===== src/hdl/iida_pkg.sv =====
// Package for the indexed insert/delete list engine.
// It holds the request codes, the cell commands and the result record.
// It depends on nothing else.
`default_nettype none

package iida_pkg;

    typedef enum logic [1:0] {
        REQ_READ   = 2'd0,
        REQ_WRITE  = 2'd1,
        REQ_INSERT = 2'd2,
        REQ_DELETE = 2'd3
    } t_req_type;

    typedef enum logic [2:0] {
        CELL_HOLD   = 3'd0,
        CELL_WRITE  = 3'd1,
        CELL_INSERT = 3'd2,
        CELL_DELETE = 3'd3,
        CELL_CLEAR  = 3'd4
    } t_cell_op;

    // Command broadcast to every cell of the chain.
    typedef struct packed {
        t_cell_op    op;
        logic [31:0] data;
    } t_cell_cmd;

    // One result item.
    typedef struct packed {
        logic signed [31:0] read_value;
        logic [6:0]         length;
        logic               accepted;
    } t_result;

    localparam int unsigned FIELD_W = 7;
    localparam logic [31:0] READ_MISS = 32'hFFFF_FFFF;

endpackage

`default_nettype wire


===== src/hdl/iida_cell.sv =====
// One cell of the list chain: holds a single entry.
// It takes its next value from the broadcast command or from a neighbor.
// Depends on iida_pkg.
`default_nettype none

module iida_cell #(
    parameter int IDX = 0,
    parameter int CW  = 7
) (
    input  wire                   i_clk,
    input  wire                   i_rst_n,
    input  iida_pkg::t_cell_cmd   i_cmd,
    input  wire [CW-1:0]          i_pos,
    input  wire [CW-1:0]          i_len,
    input  wire [31:0]            i_left,
    input  wire [31:0]            i_right,
    output logic [31:0]           o_value,
    output logic [31:0]           o_tap
);

    logic [31:0] r_value;
    logic [31:0] n_value;
    logic        w_at_pos;
    logic        w_above_pos;
    logic        w_below_pos;
    logic        w_last;

    assign w_at_pos    = (i_pos == CW'(IDX));
    assign w_above_pos = (CW'(IDX) > i_pos);
    assign w_below_pos = (CW'(IDX) < i_pos);
    assign w_last      = (i_len == CW'(IDX + 1));

    always_comb begin
        n_value = r_value;
        unique case (i_cmd.op)
            iida_pkg::CELL_HOLD: begin
                n_value = r_value;
            end
            iida_pkg::CELL_WRITE: begin
                if (w_at_pos) begin
                    n_value = i_cmd.data;
                end
            end
            iida_pkg::CELL_INSERT: begin
                // Cells from the position up to the old length move up by one.
                if (w_at_pos) begin
                    n_value = i_cmd.data;
                end else if (w_above_pos && (CW'(IDX) <= i_len)) begin
                    n_value = i_left;
                end
            end
            iida_pkg::CELL_DELETE: begin
                // The old top cell is vacated, the rest above the position move down.
                if (w_last) begin
                    n_value = '0;
                end else if (!w_below_pos && (CW'(IDX + 1) < i_len)) begin
                    n_value = i_right;
                end
            end
            iida_pkg::CELL_CLEAR: begin
                n_value = '0;
            end
            default: begin
                n_value = r_value;
            end
        endcase
    end

    always_ff @(posedge i_clk) begin
        if (!i_rst_n) begin
            r_value <= '0;
        end else begin
            r_value <= n_value;
        end
    end

    assign o_value = r_value;
    assign o_tap   = w_at_pos ? r_value : '0;

endmodule

`default_nettype wire


===== config.mk =====
export PLATFORM = sky130hd
export DESIGN_NAME = iida_cell
export DESIGN_NICKNAME = d
export VERILOG_FILES = /design/src/hdl/iida_pkg.sv /design/src/hdl/iida_cell.sv
export SDC_FILE = /design/constraint.sdc
export NUM_CORES = 1
export LEC_CHECK = 0
export BUFFER_PORTS_ARGS = -buffer_cell sky130_fd_sc_hd__buf_4
export CORE_ASPECT_RATIO = 0.9
export CORE_UTILIZATION = 43
export DETAILED_ROUTE_END_ITERATION = 8
export GPL_ROUTABILITY_DRIVEN = 1
export HOLD_SLACK_MARGIN = 0.08
export PLACE_DENSITY = 0.94
export SYNTH_ARGS = -nofsm -noshare
export SYNTH_HDL_FRONTEND = slang
export SYNTH_SLANG_ARGS = --single-unit

===== constraint.sdc =====
create_clock -name i_clk -period 5.87 [get_ports i_clk]
set_clock_uncertainty 0.15 [all_clocks]
set_input_delay 0.587 -clock i_clk [delete_from_list [all_inputs] [get_ports i_clk]]
set_output_delay 0.587 -clock i_clk [all_outputs]
set_load 0.03 [all_outputs]

* Yosys cells after proc, flatten, opt, wreduce, memory -nomap -nowiden
Index checks and enable logic that the tools add are counted.
Cells by class: magnitude comparators 4, eq/ne operators 8, muxes and demuxes 7, reduce and logical (&&, ||, !) cells 6
Operator list (count):
- 32-bit two-way mux | 6
- 32-bit case mux with 4 select lines | 1
- 1-bit by 7-bit less-than comparator with 1-bit output, first input constant | 2
- 7-bit by 1-bit equality test with 1-bit output, second input constant | 1
- 1-bit by 7-bit > comparator with 1-bit output, first input constant | 1
- 1-bit by 7-bit <= comparator with 1-bit output, first input constant | 1
- 7-bit zero test | 1
- 3-bit by 2-bit equality test with 1-bit output, second input constant | 2
- 3-bit inequality test, second input constant | 2
- 4-bit AND reduction | 1
- 4-bit nonzero test | 1
- 3-bit by 1-bit equality test with 1-bit output, second input constant | 1
- 3-bit equality test, second input constant | 1
- 1-bit logical AND | 2
- 2-bit inequality test, second input constant | 1
- 1-bit zero test | 1
Word-level totals: register bits after elaboration 32, bits of input ports 115, output and inout port bits 64

* Logic depth before layout (Yosys ltp)
depth in word-level cells 6, depth in mapped cells 7, gate-level depth less buffers 5

* Worst setup path after synthesis
Ideal clock, no wire load.
path kind in2out, start point in i_pos[3], end point out o_tap[10], data arrival time 1.917 ns, data required time 5.133 ns, slack 3.216 ns, cell stages on the path 4, buffers on the path 1, cells stage by stage or4_4 -> nor2_1 -> clkbuf_1 -> and2_1
On the way: cells in the longest elaborated chain, start to end 2
RTL lines:
- start, declared | line iida_cell.sv:13 | input wire [CW-1:0] i_pos,
- 7-bit zero test | line iida_cell.sv:28 | assign w_at_pos = (i_pos == CW'(IDX));
- 32-bit two-way mux | line iida_cell.sv:78 | assign o_tap = w_at_pos ? r_value : '0;
- end, declared | line iida_cell.sv:18 | output logic [31:0] o_tap
Every way passes these cells.

* Final worst setup path
start point in i_pos[3], end point reg r_value[2], in the netlist o_value[2]
On the way: cells in the longest elaborated chain, start to end 5, elaborated cells between the ends (all ways) 12, those cells by class 2 x order compare; 3 x eq/ne; 2 x mux; 5 x reduce/logical
RTL lines:
- 1-bit by 7-bit less-than comparator with 1-bit output | line iida_cell.sv:30 | assign w_below_pos = (CW'(IDX) < i_pos);
- 1-bit zero test | line iida_cell.sv:56 | end else if (!w_below_pos && (CW'(IDX + 1) < i_len)) begin
- 1-bit logical AND | line iida_cell.sv:56
- 3-bit inequality test (no source line)
- 4-bit AND reduction (no source line)
- end signal, assigned | line iida_cell.sv:73 | r_value <= n_value;
- end, declared | line iida_cell.sv:21 | logic [31:0] r_value;
Several ways; a longest one is shown, not always the timed one. A chain may end at the register's enable or synchronous reset.

==> reports/metrics.csv <==
metric,value,unit
status,"finished, final reports clean",
worst-margin pin slew,1.141,ns
number of flip-flops in the largest register,32,
pin count of the biggest net entering global routing,35,
hold-critical path depth,2,
count of nets after finishing,486,
"Net Count, Synth",324,
final critical delay including setup and external delays,3.628,ns
core area,4925,µm²
Max-Cap Viols,0,
Cells after Synth,209,
Slew Limit Headroom,23.83,%
final cell utilization of the core,71.04,%
fraction of registers with async set or reset after synthesis,0,%
"FF+latch count, synth",32,
width of the die,78.12,µm
I/O pin count,179,
final setup violation count,0,
maximum clock frequency,275.6,MHz
Total Routing Usage GR,27.93,%
global-route wire length before repair,12200,µm
total power per unit cell area,170.8,nW/µm²
worst-path maximum fanout,34,
final-report max-slew violation count,0,
count of cells along the worst register-to-register path,2,
clock tree sinks,32,
post-synthesis to final-layout area growth,56.03,%
via count of the first global-routing pass,2575,
"Distinct cells, synth",27,
total power,597.4,µW
number of port buffers,178,
setup repair after global routing missed its margin,false,
Diodes inserted,0,
total DRC errors in the routed layout,0,
Starting Density,45.53,%
synth warn,0,
TritonCTS clock tree,yes,
Iteration-0 DRC Markers,252,
Post-CTS Setup Inserts,0,
average cell area after synthesis,10.73,µm²
total die area,5508,µm²
total wire length,7881,µm
number of filler instances in the final layout,393,
Peak supply drop,0.09635,mV
count of hold buffers inserted by post-cts repair,0,
CTS HTree Levels,2,
hold path endpoint,o_value[0],
Crit path arrival time,3.62,ns
HPWL after detailed placement,5777,µm
Fin. Hold Viols,0,
standard cell area after detailed placement,3408,µm²
Std-Cell Rows,24,
later-pin clock latency in the skew report,0.28,ns
# resized after CTS,0,
antenna violations before repair,0,
RR Endpoint,o_value[23],
type of element launching the critical path,input port,
"reg-to-reg slack, setup",4.91,ns
Clock Tree Root,sky130_fd_sc_hd__clkbuf_8,
number of iterations in the first detailed-routing pass,6,
path category of the worst min-delay check,reg -> reg,
clock tree buffer depth,2,
hold_sp,o_value[0],
post-synthesis instance area,2242,µm²
post-route cell area,3498,µm²
Overflow after GRT,0,
number of antenna-violating nets in the routed design,0,
fraction of the yosys area taken by sequential cells,28.57,%
startpoint of the lowest-slack register-to-register path,o_value[23],
capturing element type of the critical path,flop,
post-route fraction of the period consumed by the critical path,61.80,%
number of CTS-inserted buffers,5,
count of flip-flops with a built-in enable after synthesis,0,
Hold Slack,0.4765,ns
placer congestion estimate,0.7867,
clk slew on worst S/H paths,0.06,ns
most common flop cell mapped by yosys,sky130_fd_sc_hd__dfxtp_1,
P_leak,0.001556,µW
per-cell routed wire length,18.03,µm
share of cells above drive strength 1,61.56,%
data required time of the worst path,5.86,ns
via/cell ratio,5.950,
start-to-end type of the worst setup path,in -> reg,
overall die height,70.51,µm
Setup TNS,0,ns
vias after detailed routing,2600,
-- cell families (layout without fill, tap and decap cells) --
group	after synthesis	count (layout)	synth area share [%]
simple gates	45	45	12.33
flops	32	32	28.57
mux	1	1	0.5022
compound gates	101	101	44.87
buf+inv	30	193	13.73
-- Yosys cell counts, types with 2 or more instances --
cell type | instances | share of area, %
sky130_fd_sc_hd__buf_6 | 9 | 4.5
sky130_fd_sc_hd__clkbuf_8 | 6 | 3.7
sky130_fd_sc_hd__dfxtp_1 | 32 | 29
sky130_fd_sc_hd__or4_4 | 2 | 1.0
sky130_fd_sc_hd__dlygate4sd1_1 | 2 | 0.78
sky130_fd_sc_hd__inv_1 | 2 | 0.33
sky130_fd_sc_hd__dlymetal6s2s_1 | 4 | 2.2
sky130_fd_sc_hd__clkbuf_1 | 3 | 0.50
sky130_fd_sc_hd__a211oi_1 | 34 | 11
sky130_fd_sc_hd__nand2_1 | 3 | 0.50
sky130_fd_sc_hd__a222oi_1 | 32 | 14
sky130_fd_sc_hd__nor2_1 | 3 | 0.50
sky130_fd_sc_hd__and2_1 | 32 | 8.9
sky130_fd_sc_hd__a211oi_2 | 30 | 17
sky130_fd_sc_hd__dlygate4sd3_1 | 3 | 1.3
-- metal layers --
layer  up-vias  GRT usage [%]  share of wire, %  wire length [µm]
met5         -              0                 0                 0
met2       154          50.97                51              4020
li1       1199              -                 -                 -
met1      1229          31.02                39              3038
met4         0          11.11               2.1               167
met3        18          6.667               8.3               655
-- cell usage in the layout, fill, tap and decap left out --
| cell type | instances |
|---|---|
| sky130_fd_sc_hd__a21oi_2 | 1 |
| sky130_fd_sc_hd__dfxtp_1 | 32 |
| sky130_fd_sc_hd__nor4_1 | 1 |
| sky130_fd_sc_hd__mux2_2 | 1 |
| sky130_fd_sc_hd__or4_1 | 1 |
| sky130_fd_sc_hd__nor2_2 | 2 |
| sky130_fd_sc_hd__inv_1 | 2 |
| sky130_fd_sc_hd__o31ai_1 | 1 |
| sky130_fd_sc_hd__a211oi_1 | 34 |
| sky130_fd_sc_hd__nand2_1 | 3 |
| sky130_fd_sc_hd__nor3_1 | 1 |
| sky130_fd_sc_hd__a211oi_2 | 30 |
| sky130_fd_sc_hd__a222oi_1 | 32 |
| sky130_fd_sc_hd__a21oi_4 | 1 |
| sky130_fd_sc_hd__clkbuf_8 | 6 |
| sky130_fd_sc_hd__buf_4 | 183 |
| sky130_fd_sc_hd__nor2b_2 | 1 |
| sky130_fd_sc_hd__a21o_4 | 1 |
| sky130_fd_sc_hd__a21boi_2 | 1 |
| sky130_fd_sc_hd__or3_1 | 1 |
| sky130_fd_sc_hd__or4_4 | 2 |
| sky130_fd_sc_hd__clkbuf_1 | 2 |
| sky130_fd_sc_hd__nor2_1 | 1 |
| sky130_fd_sc_hd__and2_1 | 32 |
-- power breakdown --
| part | switching (µW) | leakage (µW) | internal, µW | total [µW] |
|---|---|---|---|---|
| logic | 94.0 | 0.00125 | 93.3 | 187 |
| clock network | 75.8 | 0.0000455 | 95.5 | 171 |
| registers | 9.36 | 0.000262 | 229 | 239 |
| total | 179 | 0.00156 | 418 | 597 |
-- critical path: stages --
cell                       delay [ns]
sky130_fd_sc_hd__buf_4           0.11
sky130_fd_sc_hd__or4_4           0.55
sky130_fd_sc_hd__nor2_2          0.89
sky130_fd_sc_hd__mux2_2          0.76
sky130_fd_sc_hd__a21o_4          0.54
sky130_fd_sc_hd__a211oi_2        0.14
-- metrics by stage --
stage | std cells | setup slack [ns]
after floorplan | 209 | 3.216
after global placement | 429 | 2.088
after detailed placement | 429 | 1.963
after CTS | 437 | 2.261
after global routing | 437 | 2.018
final | 437 | 2.242
-- worst max-delay path by stage --
stage,startpoint,to,depth (start not counted)
floorplan,i_pos[3],o_tap[10],4
global placement,i_pos[3],o_value[18],6
detailed placement,i_pos[3],o_value[15],6
CTS,i_pos[3],o_value[18],6
global route,i_pos[3],o_value[18],6
finish,i_pos[3],o_value[2],6
-- layout make-up --
class,instances,area (µm²),share of cell area [%]
Tap cell,65,81.33,2.325
Sequential cell,32,640.6,18.31
Multi-Input combinational cell,147,1305,37.30
Inverter,2,7.507,0.2146
Timing Repair Buffer,183,1374,39.27
Clock buffer,8,90.09,2.575
No activity file was read; power rests on OpenSTA's default activity.
