**src/hdl/iida_pkg.sv**
```systemverilog
// Package for the indexed insert/delete list engine.
// It holds the request codes, the cell commands and the result record.
// It depends on nothing else.
`default_nettype none

package iida_pkg;

    typedef enum logic [1:0] {
        REQ_READ   = 2'd0,
        REQ_WRITE  = 2'd1,
        REQ_INSERT = 2'd2,
        REQ_DELETE = 2'd3
    } t_req_type;

    typedef enum logic [2:0] {
        CELL_HOLD   = 3'd0,
        CELL_WRITE  = 3'd1,
        CELL_INSERT = 3'd2,
        CELL_DELETE = 3'd3,
        CELL_CLEAR  = 3'd4
    } t_cell_op;

    // Command broadcast to every cell of the chain.
    typedef struct packed {
        t_cell_op    op;
        logic [31:0] data;
    } t_cell_cmd;

    // One result item.
    typedef struct packed {
        logic signed [31:0] read_value;
        logic [6:0]         length;
        logic               accepted;
    } t_result;

    localparam int unsigned FIELD_W = 7;
    localparam logic [31:0] READ_MISS = 32'hFFFF_FFFF;

endpackage

`default_nettype wire

```
**src/hdl/iida_result_queue.sv**
```systemverilog
// Two-entry result queue between the list chain and the output channel.
// It lets a new request enter while an earlier result waits downstream.
// Depends on iida_pkg.
`default_nettype none

module iida_result_queue (
    input  wire                 i_clk,
    input  wire                 i_rst_n,
    input  wire                 i_push,
    input  iida_pkg::t_result   i_data,
    output logic                o_full,
    output logic                o_valid,
    input  wire                 i_stall,
    output iida_pkg::t_result   o_data
);

    iida_pkg::t_result r_slot [2];
    logic              r_head;
    logic              r_tail;
    logic [1:0]        r_count;
    logic              w_pop;

    assign o_valid = (r_count != 2'd0);
    assign o_full  = (r_count == 2'd2);
    assign w_pop   = o_valid && !i_stall;
    assign o_data  = r_slot[r_head];

    always_ff @(posedge i_clk) begin
        if (!i_rst_n) begin
            r_head  <= 1'b0;
            r_tail  <= 1'b0;
            r_count <= 2'd0;
        end else begin
            if (i_push) begin
                r_tail <= ~r_tail;
            end
            if (w_pop) begin
                r_head <= ~r_head;
            end
            r_count <= r_count + {1'b0, i_push} - {1'b0, w_pop};
        end
    end

    always_ff @(posedge i_clk) begin
        if (i_push) begin
            r_slot[r_tail] <= i_data;
        end
    end

endmodule

`default_nettype wire

```
**config.mk**
```make
export PLATFORM = sky130hd
export DESIGN_NAME = iida_result_queue
export DESIGN_NICKNAME = d
export VERILOG_FILES = /design/src/hdl/iida_pkg.sv /design/src/hdl/iida_result_queue.sv
export SDC_FILE = /design/constraint.sdc
export NUM_CORES = 1
export LEC_CHECK = 0
export BUFFER_PORTS_ARGS = -buffer_cell sky130_fd_sc_hd__buf_2
export CORE_ASPECT_RATIO = 0.6
export CORE_UTILIZATION = 52
export DETAILED_ROUTE_END_ITERATION = 10
export PLACE_DENSITY = 0.79
export SYNTH_ARGS = -nofsm -noshare
export SYNTH_HDL_FRONTEND = slang
export SYNTH_SLANG_ARGS = --single-unit
```
**constraint.sdc**
```tcl
create_clock -name i_clk -period 3 [get_ports i_clk]
set_input_delay 0.45 -clock i_clk [delete_from_list [all_inputs] [get_ports i_clk]]
set_output_delay 0.45 -clock i_clk [all_outputs]
set_load 0.005 [all_outputs]
```
Word level (Yosys, flattened, before mapping)
Memory sizes are Yosys's and may differ from the RTL's. A register that Yosys moved wholly into a read port is not among the register bits.
Index checks and enable logic that the tools add are counted.
Widths: inputs -> output; s select.
{"block": "totals", "regBits": 4, "ramBits": 80, "in_bits": 44, "memories": 1}
{"block": "op_classes", "n_addsub": 2, "eq_ne": 1, "mux": 4, "bitwise_logic": 2, "n_reduce_logical": 3}
{"name": "r_slot", "depth": 2, "word_bits": 40, "read_ports": 1, "rd_clocked_by_memory_dff": 1, "wr": 1, "line": "iida_result_queue.sv:17", "text": "iida_pkg::t_result r_slot [2];"}
{"operator": "$mux 1", "count": 4}
{"operator": "$add 2x1->2", "count": 1}
{"operator": "$eq 2x2->1 const B", "count": 1}
{"operator": "$not 1->1", "count": 2}
{"operator": "$reduce_bool 2->1", "count": 1}
{"operator": "$sub 2x1->2", "count": 1}
{"operator": "$logic_and 1x1->1", "count": 1}
{"operator": "$logic_not 1->1", "count": 1}

Logic depth before layout (Yosys ltp)
Gate-level depths: netlist (run 1).
{"block": "logic_depth", "depth_word": 4, "ltp_mapped": 6, "ltp_nobuf": 6}

Least setup slack after synthesis (run 1)
Ideal clock, no wire load.
{"block": "synth_path", "path_kind": "input to register", "start": "input i_push", "end": "memory r_slot[0][0] in the netlist's numbering (enable)", "setup_ns": 0.443, "arrival_ns": 2.270, "required_time_ns": 2.557, "setup_slack_ns": 0.286, "stages": 1, "path_buffers": 0, "cell_sequence": "nor2b_1"}
{"block": "synth_between", "elab_chain_len": 2}
{"item": "from (decl)", "line": "iida_result_queue.sv:9", "text": "input wire i_push,"}
{"item": "$mux 1", "line": "iida_result_queue.sv:45", "text": "if (i_push) begin"}
{"item": "$mux 1 (implied by the code)", "line": "iida_result_queue.sv:46", "text": "r_slot[r_tail] <= i_data;"}
{"item": "to (decl)", "line": "iida_result_queue.sv:17"}
No other way between the ends.

==> results.toml, run 1 <==
[place]
gp_congestion = 0.696
port_buffers = 85
placed_cells = 314
hpwl_mm = 3.37

[route]
avgViaCountPerCell = 4.86
drc = 0
vias = 1595
drt_iter0_drc = 61
drtAntennaViolNets = 0
wl_per_cell_microns = 15.4
totalWireLength_mm = 5.06
dr.pass1.iters = 4

[floorplanning]
core_sq_um = 6110
initial_utilization = 0.539
die_w_microns = 105
fp-row-count = 22
die_area_sq_um = 6670
pin_count = 86
fp.dieH_microns = 63.7

[yosys]
ys_types = 15
synth_area_per_cell_sq_um = 22.4
synth_area_leader_cell = "edfxtp_1"
synth_top_area_share = 0.729
synth.area.top_cells = "edfxtp_1 73%, mux2_4 18%, dfxtp_1 3.0%"
synth_cells = 147
netlist_area_sq_um = 3290
synth-seq-area-share = 0.760
ys_ff_latch = 85
syn_nets = 193
ys_warn_count = 0

[critical_path]
required_ns = 2.55
cp_max_fo = 23
cp.arrival_ns = 1.84
critPathLaunchType = "register"
crit_type = "reg -> out"
cp-end-kind = "output pin"

[grt]
grt_usage = 0.164
antenna_found_initial = 0
grt_pass1_vias = 1638
grt_pass1_wl_mm = 7.89
grt_max_degree = 41
gr-total-overflow = 0

[timing]
finalClockSkew_ns = 0.00340
tightest_slew_ns = 0.971
fmax_mhz = 437
finalMaxSlewViolations = 0
hold_violations = 0
slew_headroom = 0.353
period_minus_slack_ns = 2.29
rsz0062_at_grt = "no"
setup_viol = 0
fin_crit_sh = 0.763
fin_tns_setup_ns = 0

[status]
status = "complete, no violations"

[clocking]
clock_sinks = 85
cts_max_path_buffers = 2
htreeDepth = 3
cts_tree = "done"
hold_buffers = 0
cts_buffers = 9
clockRootBuffer = "clkbuf_8"
post_cts_resize_count = 0
clock_latency_ns = 0.33
post_cts_buffers = 0
cts.clk_slew.worst_paths_ns = 0.07

[finish]
nets = 287
final_cells = 328
final_core_util = 0.649
num_antenna_cells = 0
drive_above_1_share = 0.586
syn_to_final_growth_pct = 20.3

[job]
maxCapViolCount = 0

[power]
power_density_nw_per_um2 = 677
p_leak_nw = 1.59
ir_worst_vdd_mv = 0.369

[hold_path]
hp-class = "in -> reg"
-- critical path, stage by stage, from the launching register on --
cell and delay (ns):
dfxtp_2 0.73, buf_12 0.29, mux2_4 0.33, buf_2 0.13
-- stage by stage --
| stage | setup WS [ns] | hold slack, ns | area (sq um) | power (mW) |
|---|---|---|---|---|
| finish | 0.712 | 0.303 | 3960 | 2.68 |
| global route | 0.633 | 0.283 | 3960 | 2.82 |
| CTS | 0.684 | 0.282 | 3960 | 2.71 |
| detailed placement | 1.06 | 0.487 | 3820 | 2.09 |
| global placement | 1.08 | 0.463 | 3820 | 2.08 |
| floorplan | 0.286 | 0.452 | 3290 | 1.89 |
-- cell families (layout without fill, tap and decap cells) --
family          Yosys count  after routing  synth area share
buf+inv                   6            103            0.0160
fa+ha+maj                 2              2           0.00759
compound gates            2              2           0.00532
simple gates              9              9            0.0163
mux                      42             42             0.188
xor+xnor                  1              1           0.00684
flops                    85             85             0.760
-- registers in the layout, indices dropped and copies added, names as in the netlist, named ones only --
register  count
r_slot       80
r_count       2
r_head        1
r_tail        1
-- routing by layer --
layer | routed length [microns] | up-vias | GRT usage
met5 | 0 | - | 0
met4 | 14 | 0 | 0.0370
met3 | 469 | 2 | 0.0735
met2 | 2270 | 67 | 0.263
met1 | 2300 | 769 | 0.207
li1 | - | 757 | -
-- power breakdown --
part           switching [mW]  leakage (nW)  internal, mW
logic                   0.223         0.715         0.382
clock network           0.336        0.0788         0.288
registers              0.0703         0.793          1.38
-- synth_stat cells (all sizes together) --
cell / n
nand2b: 1
edfxtp: 80
mux2i: 2
o21ba: 1
dfxtp: 5
o21a: 1
nand2: 1
or2: 1
inv: 2
and2: 2
mux2: 40
nor2b: 4
xnor3: 1
ha: 2
buf: 4
-- area by class of cell --
cell class                      instances  area [sq um]
Inverter                                2          7.51
Clock inverter                          3          15.0
Sequential cell                        85          2500
Fill cell                             446          2150
Clock buffer                           11           131
Tap cell                               84           105
Multi-Input combinational cell         56           748
Timing Repair Buffer                   87           453
-- path summary, 6_finish.rpt --
kind	slack, ns	cells after the start	from	endpoint
hold reg to reg	0.49	2	r_head	register
setup / recovery	0.71	3	register	o_data[18]
hold / removal	0.30	1	i_data[1]	r_slot[1][1]
setup reg to reg	1.40	1	r_tail	r_slot[1][31]
-- cell usage in the layout, fill, tap and decap left out, types with 2 or more instances in the layout --
master / instances
clkinv_2: 3
mux2_4: 40
inv_1: 2
dfxtp_1: 4
clkbuf_8: 9
edfxtp_1: 80
nor2b_1: 3
clkbuf_1: 2
ha_1: 2
mux2i_1: 2
buf_2: 85
Note: power is estimated with default switching activity, not from simulation.
==> inputs of run 2 (changes only) <==
==> constraint.sdc (replaced) <==
create_clock -name i_clk -period 2.4 [get_ports i_clk]
set_input_delay 0.36 -clock i_clk [delete_from_list [all_inputs] [get_ports i_clk]]
set_output_delay 0.36 -clock i_clk [all_outputs]
set_load 0.005 [all_outputs]
==> run 2 against run 1 <==
Critical path depth stayed put. Clock skew is 0.0026 ns higher. Combinational power is 32% higher. Sequential power is 22% higher. Worst hold slack worse by 0.097 ns. Clock-buffer cell count is 2 lower. Clock power is 71% higher. Die area stayed put. Critical path type unchanged. Critical endpoint is now o_data[17].
==> results.toml, run 2 (synthesis gave the netlist of run 1 again) <==
[status]
status = "complete, no violations"

[critical_path]
cp_slowest_cell = "buf_4"
path_delay_family = "buffers and inverters"
required_ns = 2.04
critical_path.max_stage_delay_ns = 0.36
critPathLaunchType = "register"
cp.arrival_ns = 1.49
cp-end-kind = "output pin"
path_buf_inv = 2
path_cells = "buf_4 -> mux2_4 -> buf_2"
cp_max_fo = 21
crit_type = "reg -> out"

[grt]
antenna_found_initial = 0
gr-total-overflow = 0
grt_max_degree = 42
grt_util_met3 = 0.0756
grt_use_met2 = 0.247
top_usage_layer = "met2"
met1_usage = 0.212
grt_pass1_vias = 1590
grt_pass1_wl_mm = 7.81
grt_usage = 0.163

[power]
ir_worst_vdd_mv = 0.552
power_mw = 3.63
p_leak_nw = 1.63
power_density_nw_per_um2 = 897

[route]
wl_per_cell_microns = 14.8
drc = 0
totalWireLength_mm = 4.95
dr.pass1.iters = 4
avgViaCountPerCell = 4.80
vias = 1599
drtAntennaViolNets = 0
drt_iter0_drc = 82

[place]
dpl_cell_area_sq_um = 3830
hpwl_mm = 3.35
port_buffers = 85
gp_congestion = 0.692
pre_cts_ws_ns = 0.729

[timing]
finalClockSkew_ns = 0.00596
layout_setup_ws_ns = 0.546
hold_violations = 0
finalMaxSlewViolations = 0
fin_crit_sh = 0.772
period_minus_slack_ns = 1.85
setup_viol = 0
rsz0062_at_grt = "no"
tightest_slew_ns = 0.602
fin_tns_setup_ns = 0
fmax_mhz = 539
whs_ns = 0.206
slew_headroom = 0.598

[finish]
num_antenna_cells = 0
nets = 290
fill_cells = 446
drive_above_1_share = 0.602
reg.largest.list = "r_slot (80), r_count (2)"
stdcell_area_sq_um = 4050
largest_reg_flops = 80
top_register = "r_slot"
regArea_sq_um = 2500
layout_commonest_cell = "buf_2"
multi_input_area_sq_um = 748
final_cell_mix = "85 x buf_2, 80 x edfxtp_1, 40 x mux2_4"
syn_to_final_growth_pct = 22.9

[floorplanning]
initial_utilization = 0.539
pin_count = 86
die_area_sq_um = 6670
fp-row-count = 22
core_sq_um = 6110
fp.dieH_microns = 63.7
die_w_microns = 105

[clocking]
clock_latency_ns = 0.33
cts.clk_slew.worst_paths_ns = 0.08
htreeDepth = 3
cts_max_path_buffers = 2
clockRootBuffer = "clkbuf_8"
post_cts_buffers = 0
cts_tree = "done"
cts_buffers = 9
hold_buffers = 0
clock_sinks = 85
post_cts_resize_count = 0

[job]
maxCapViolCount = 0

[hold_path]
hp-class = "in -> reg"
[run 2: changes by cell type in the layout (fill, tap and decap cells not counted), sizes merged]
cell,before,now
clkbuf,11,9
buf,87,90
bufinv,0,2
inv,2,4
[run 2: final timing paths]
kind | from | endpoint | slack, ns | depth (start not counted)
worst max-delay path | register | o_data[17] | 0.55 | 3
worst min-delay path | i_data[32] | r_slot[1][32] | 0.21 | 1
worst max register to register | r_tail | r_slot[1][14] | 0.86 | 2
worst min register to register | r_head | register | 0.50 | 2
[run 2: cell type report]
type / instances / area share
clock buffer: 9 / 0.0306
clock inverter: 7 / 0.0238
inverter: 2 / 0.00185
multi-input combinational: 56 / 0.185
sequential: 85 / 0.619
tap: 84 / 0.0260
timing repair buffer: 90 / 0.114
[run 2: stage by stage]
stage | util | std cells
after CTS | 0.662 | 333
final | 0.662 | 333
after detailed placement | 0.626 | 317
after global placement | 0.626 | 317
after global routing | 0.662 | 333
after floorplan | - | 147
[run 2: per-layer routing]
metal	share of wire	vias up	wire [microns]
met1	0.47	773	2330
li1	-	761	-
met5	0	-	0
met2	0.44	61	2180
met4	0.0036	0	18
met3	0.083	4	412
[run 2: power by group]
group / total [mW] / internal, mW / switching [mW]
clock network: 1.07 / 0.591 / 0.477
logic: 0.799 / 0.473 / 0.326
registers: 1.77 / 1.73 / 0.0374
==> inputs of run 3 (changes only) <==
==> constraint.sdc (replaced) <==
create_clock -name i_clk -period 1.9 [get_ports i_clk]
set_input_delay 0.285 -clock i_clk [delete_from_list [all_inputs] [get_ports i_clk]]
set_output_delay 0.285 -clock i_clk [all_outputs]
set_load 0.005 [all_outputs]
==> run 3 against run 2 <==
Design area about the same. Highest routed layer unchanged. Global-route usage up 0.074 points. Critical path type unchanged. First-iteration DRC count is 30% lower. Die area unchanged. Combinational power grew 29%. Largest cell class unchanged. Clock-buffer cell count up 1. Worst hold slack got worse by 0.073 ns. Register-to-register slack worse by 0.38 ns. Non-clock buffer count did not move.
==> results.toml, run 3 (synthesis gave the netlist of run 1 again) <==
[grt]
grt_max_degree = 31
grt_pass1_wl_mm = 7.77
antenna_found_initial = 0
gr-total-overflow = 0
grt_usage = 0.164
grt_pass1_vias = 1587

[critical_path]
critical_path.max_stage_delay_ns = 0.35
cp-end-kind = "output pin"
r2r_cells = 6
r2r_start = "r_count[0]"
path_cells = "buf_4 -> mux2_4 -> buf_2"
rrSetupSlack_ns = 0.48
path_buf_inv = 2
crit_type = "reg -> out"
cp_max_fo = 18
reg2reg_to = "r_count[1]"
cp_slowest_cell = "dfxtp_2"
path_delay_family = "buffers and inverters"
cp.arrival_ns = 1.49
required_ns = 1.62
critPathLaunchType = "register"

[floorplanning]
die_area_sq_um = 6670
die_w_microns = 105
initial_utilization = 0.539
fp.dieH_microns = 63.7
fp-row-count = 22
core_sq_um = 6110
pin_count = 86

[route]
totalWireLength_mm = 5.07
avgViaCountPerCell = 4.82
wl_per_cell_microns = 15.2
drt_iter0_drc = 57
drtAntennaViolNets = 0
drc = 0
dr.pass1.iters = 4
vias = 1604

[finish]
final_cells = 333
fill_cells = 446
drive_above_1_share = 0.594
num_antenna_cells = 0
syn_to_final_growth_pct = 22.7
top_register = "r_slot"
stdcell_area_sq_um = 4040
layout_commonest_cell = "buf_2"
nets = 290
regArea_sq_um = 2500
final_core_util = 0.662
reg.largest.list = "r_slot (80), r_count (2)"
largest_reg_flops = 80
final_cell_mix = "85 x buf_2, 80 x edfxtp_1, 40 x mux2_4"
multi_input_area_sq_um = 748

[timing]
fin_tns_setup_ns = 0
layout_setup_ws_ns = 0.121
slew_headroom = 0.773
hold_violations = 0
tightest_slew_ns = 0.340
period_minus_slack_ns = 1.78
finalMaxSlewViolations = 0
fmax_mhz = 562
whs_ns = 0.133
setup_viol = 0
rsz0062_at_grt = "no"
finalClockSkew_ns = 0.00493
fin_crit_sh = 0.936

[power]
intPower_mw = 3.41
p_leak_nw = 1.62
pwr-share-clk = 0.267
ir_worst_vdd_mv = 0.655
combPwrFrac = 0.232
p_sw_mw = 1.05
p_seq_frac = 0.502
power_mw = 4.46
swShare = 0.236
power_density_nw_per_um2 = 1100

[hold_path]
hp-class = "in -> reg"
whs_endpoint = "r_slot[0][14]"
holdPathStages = 1
hold_start = "i_data[14]"

[clocking]
cts_max_path_buffers = 2
cts_buffers = 9
clock_sinks = 85
cts_tree = "done"
post_cts_buffers = 0
hold_buffers = 0
post_cts_resize_count = 0
clockRootBuffer = "clkbuf_8"
cts.clk_slew.worst_paths_ns = 0.08
htreeDepth = 3
clock_latency_ns = 0.34

[place]
gp_congestion = 0.692
dpl_cell_area_sq_um = 3850
hpwl_mm = 3.43
port_buffers = 85
pre_cts_ws_ns = 0.460
placed_cells = 317

[job]
maxCapViolCount = 0

[status]
status = "complete, no violations"
==> run 3: changes by cell type in the layout (fill, tap and decap cells not counted) <==
cell        before  now
bufinv_16        2    1
clkinv_1         0    1
buf_12           0    2
inv_6            2    0
clkinvlp_4       0    1
clkinv_4         1    2
buf_4            5    3
clkinv_2         2    1
clkbuf_1         0    1
==> run 3: worst max-delay path by stage <==
stage | startpoint | end | cells past startpoint
after floorplan | r_tail | r_slot[0][0] | 1
after global placement | register | o_data[9] | 3
after detailed placement | i_stall | r_count[1] | 7
after CTS | register | o_data[16] | 3
after global routing | register | o_data[16] | 3
final | register | o_data[33] | 3
==> run 3: final cells by class <==
class,count,area share
Sequential cell,85,0.619
Multi-Input combinational cell,56,0.185
Inverter,2,0.00186
Timing Repair Buffer,90,0.121
Clock inverter,6,0.0158
Tap cell,84,0.0260
Clock buffer,10,0.0316
==> run 3: power by group through the flow <==
stage                     registers, mW  clock network [mW]  logic [mW]
after floorplan                    2.27                   0       0.709
after global placement             2.27                   0        1.03
after detailed placement           2.28                   0        1.04
after CTS                          2.24                1.22        1.05
after global routing               2.25                1.29        1.11
final                              2.24                1.19        1.03
==> run 3: routing by layer <==
layer	GRT usage	up-vias	part of all wire
li1	-	761	-
met1	0.211	773	0.46
met2	0.246	62	0.45
met3	0.0756	8	0.078
met4	0.0546	0	0.014
met5	0	-	0
==> run 3: worst reg2reg max path, delay by kind of cell (launching register included) <==
kind | cells | cell delay [ns]
buffers and inverters | 1 | 0.05
and+or+nand+nor | 1 | 0.10
xor gates and xnor gates | 1 | 0.21
DFF | 1 | 0.34
adders and majority gates | 2 | 0.41
AOI/OAI and AO/OA | 1 | 0.25
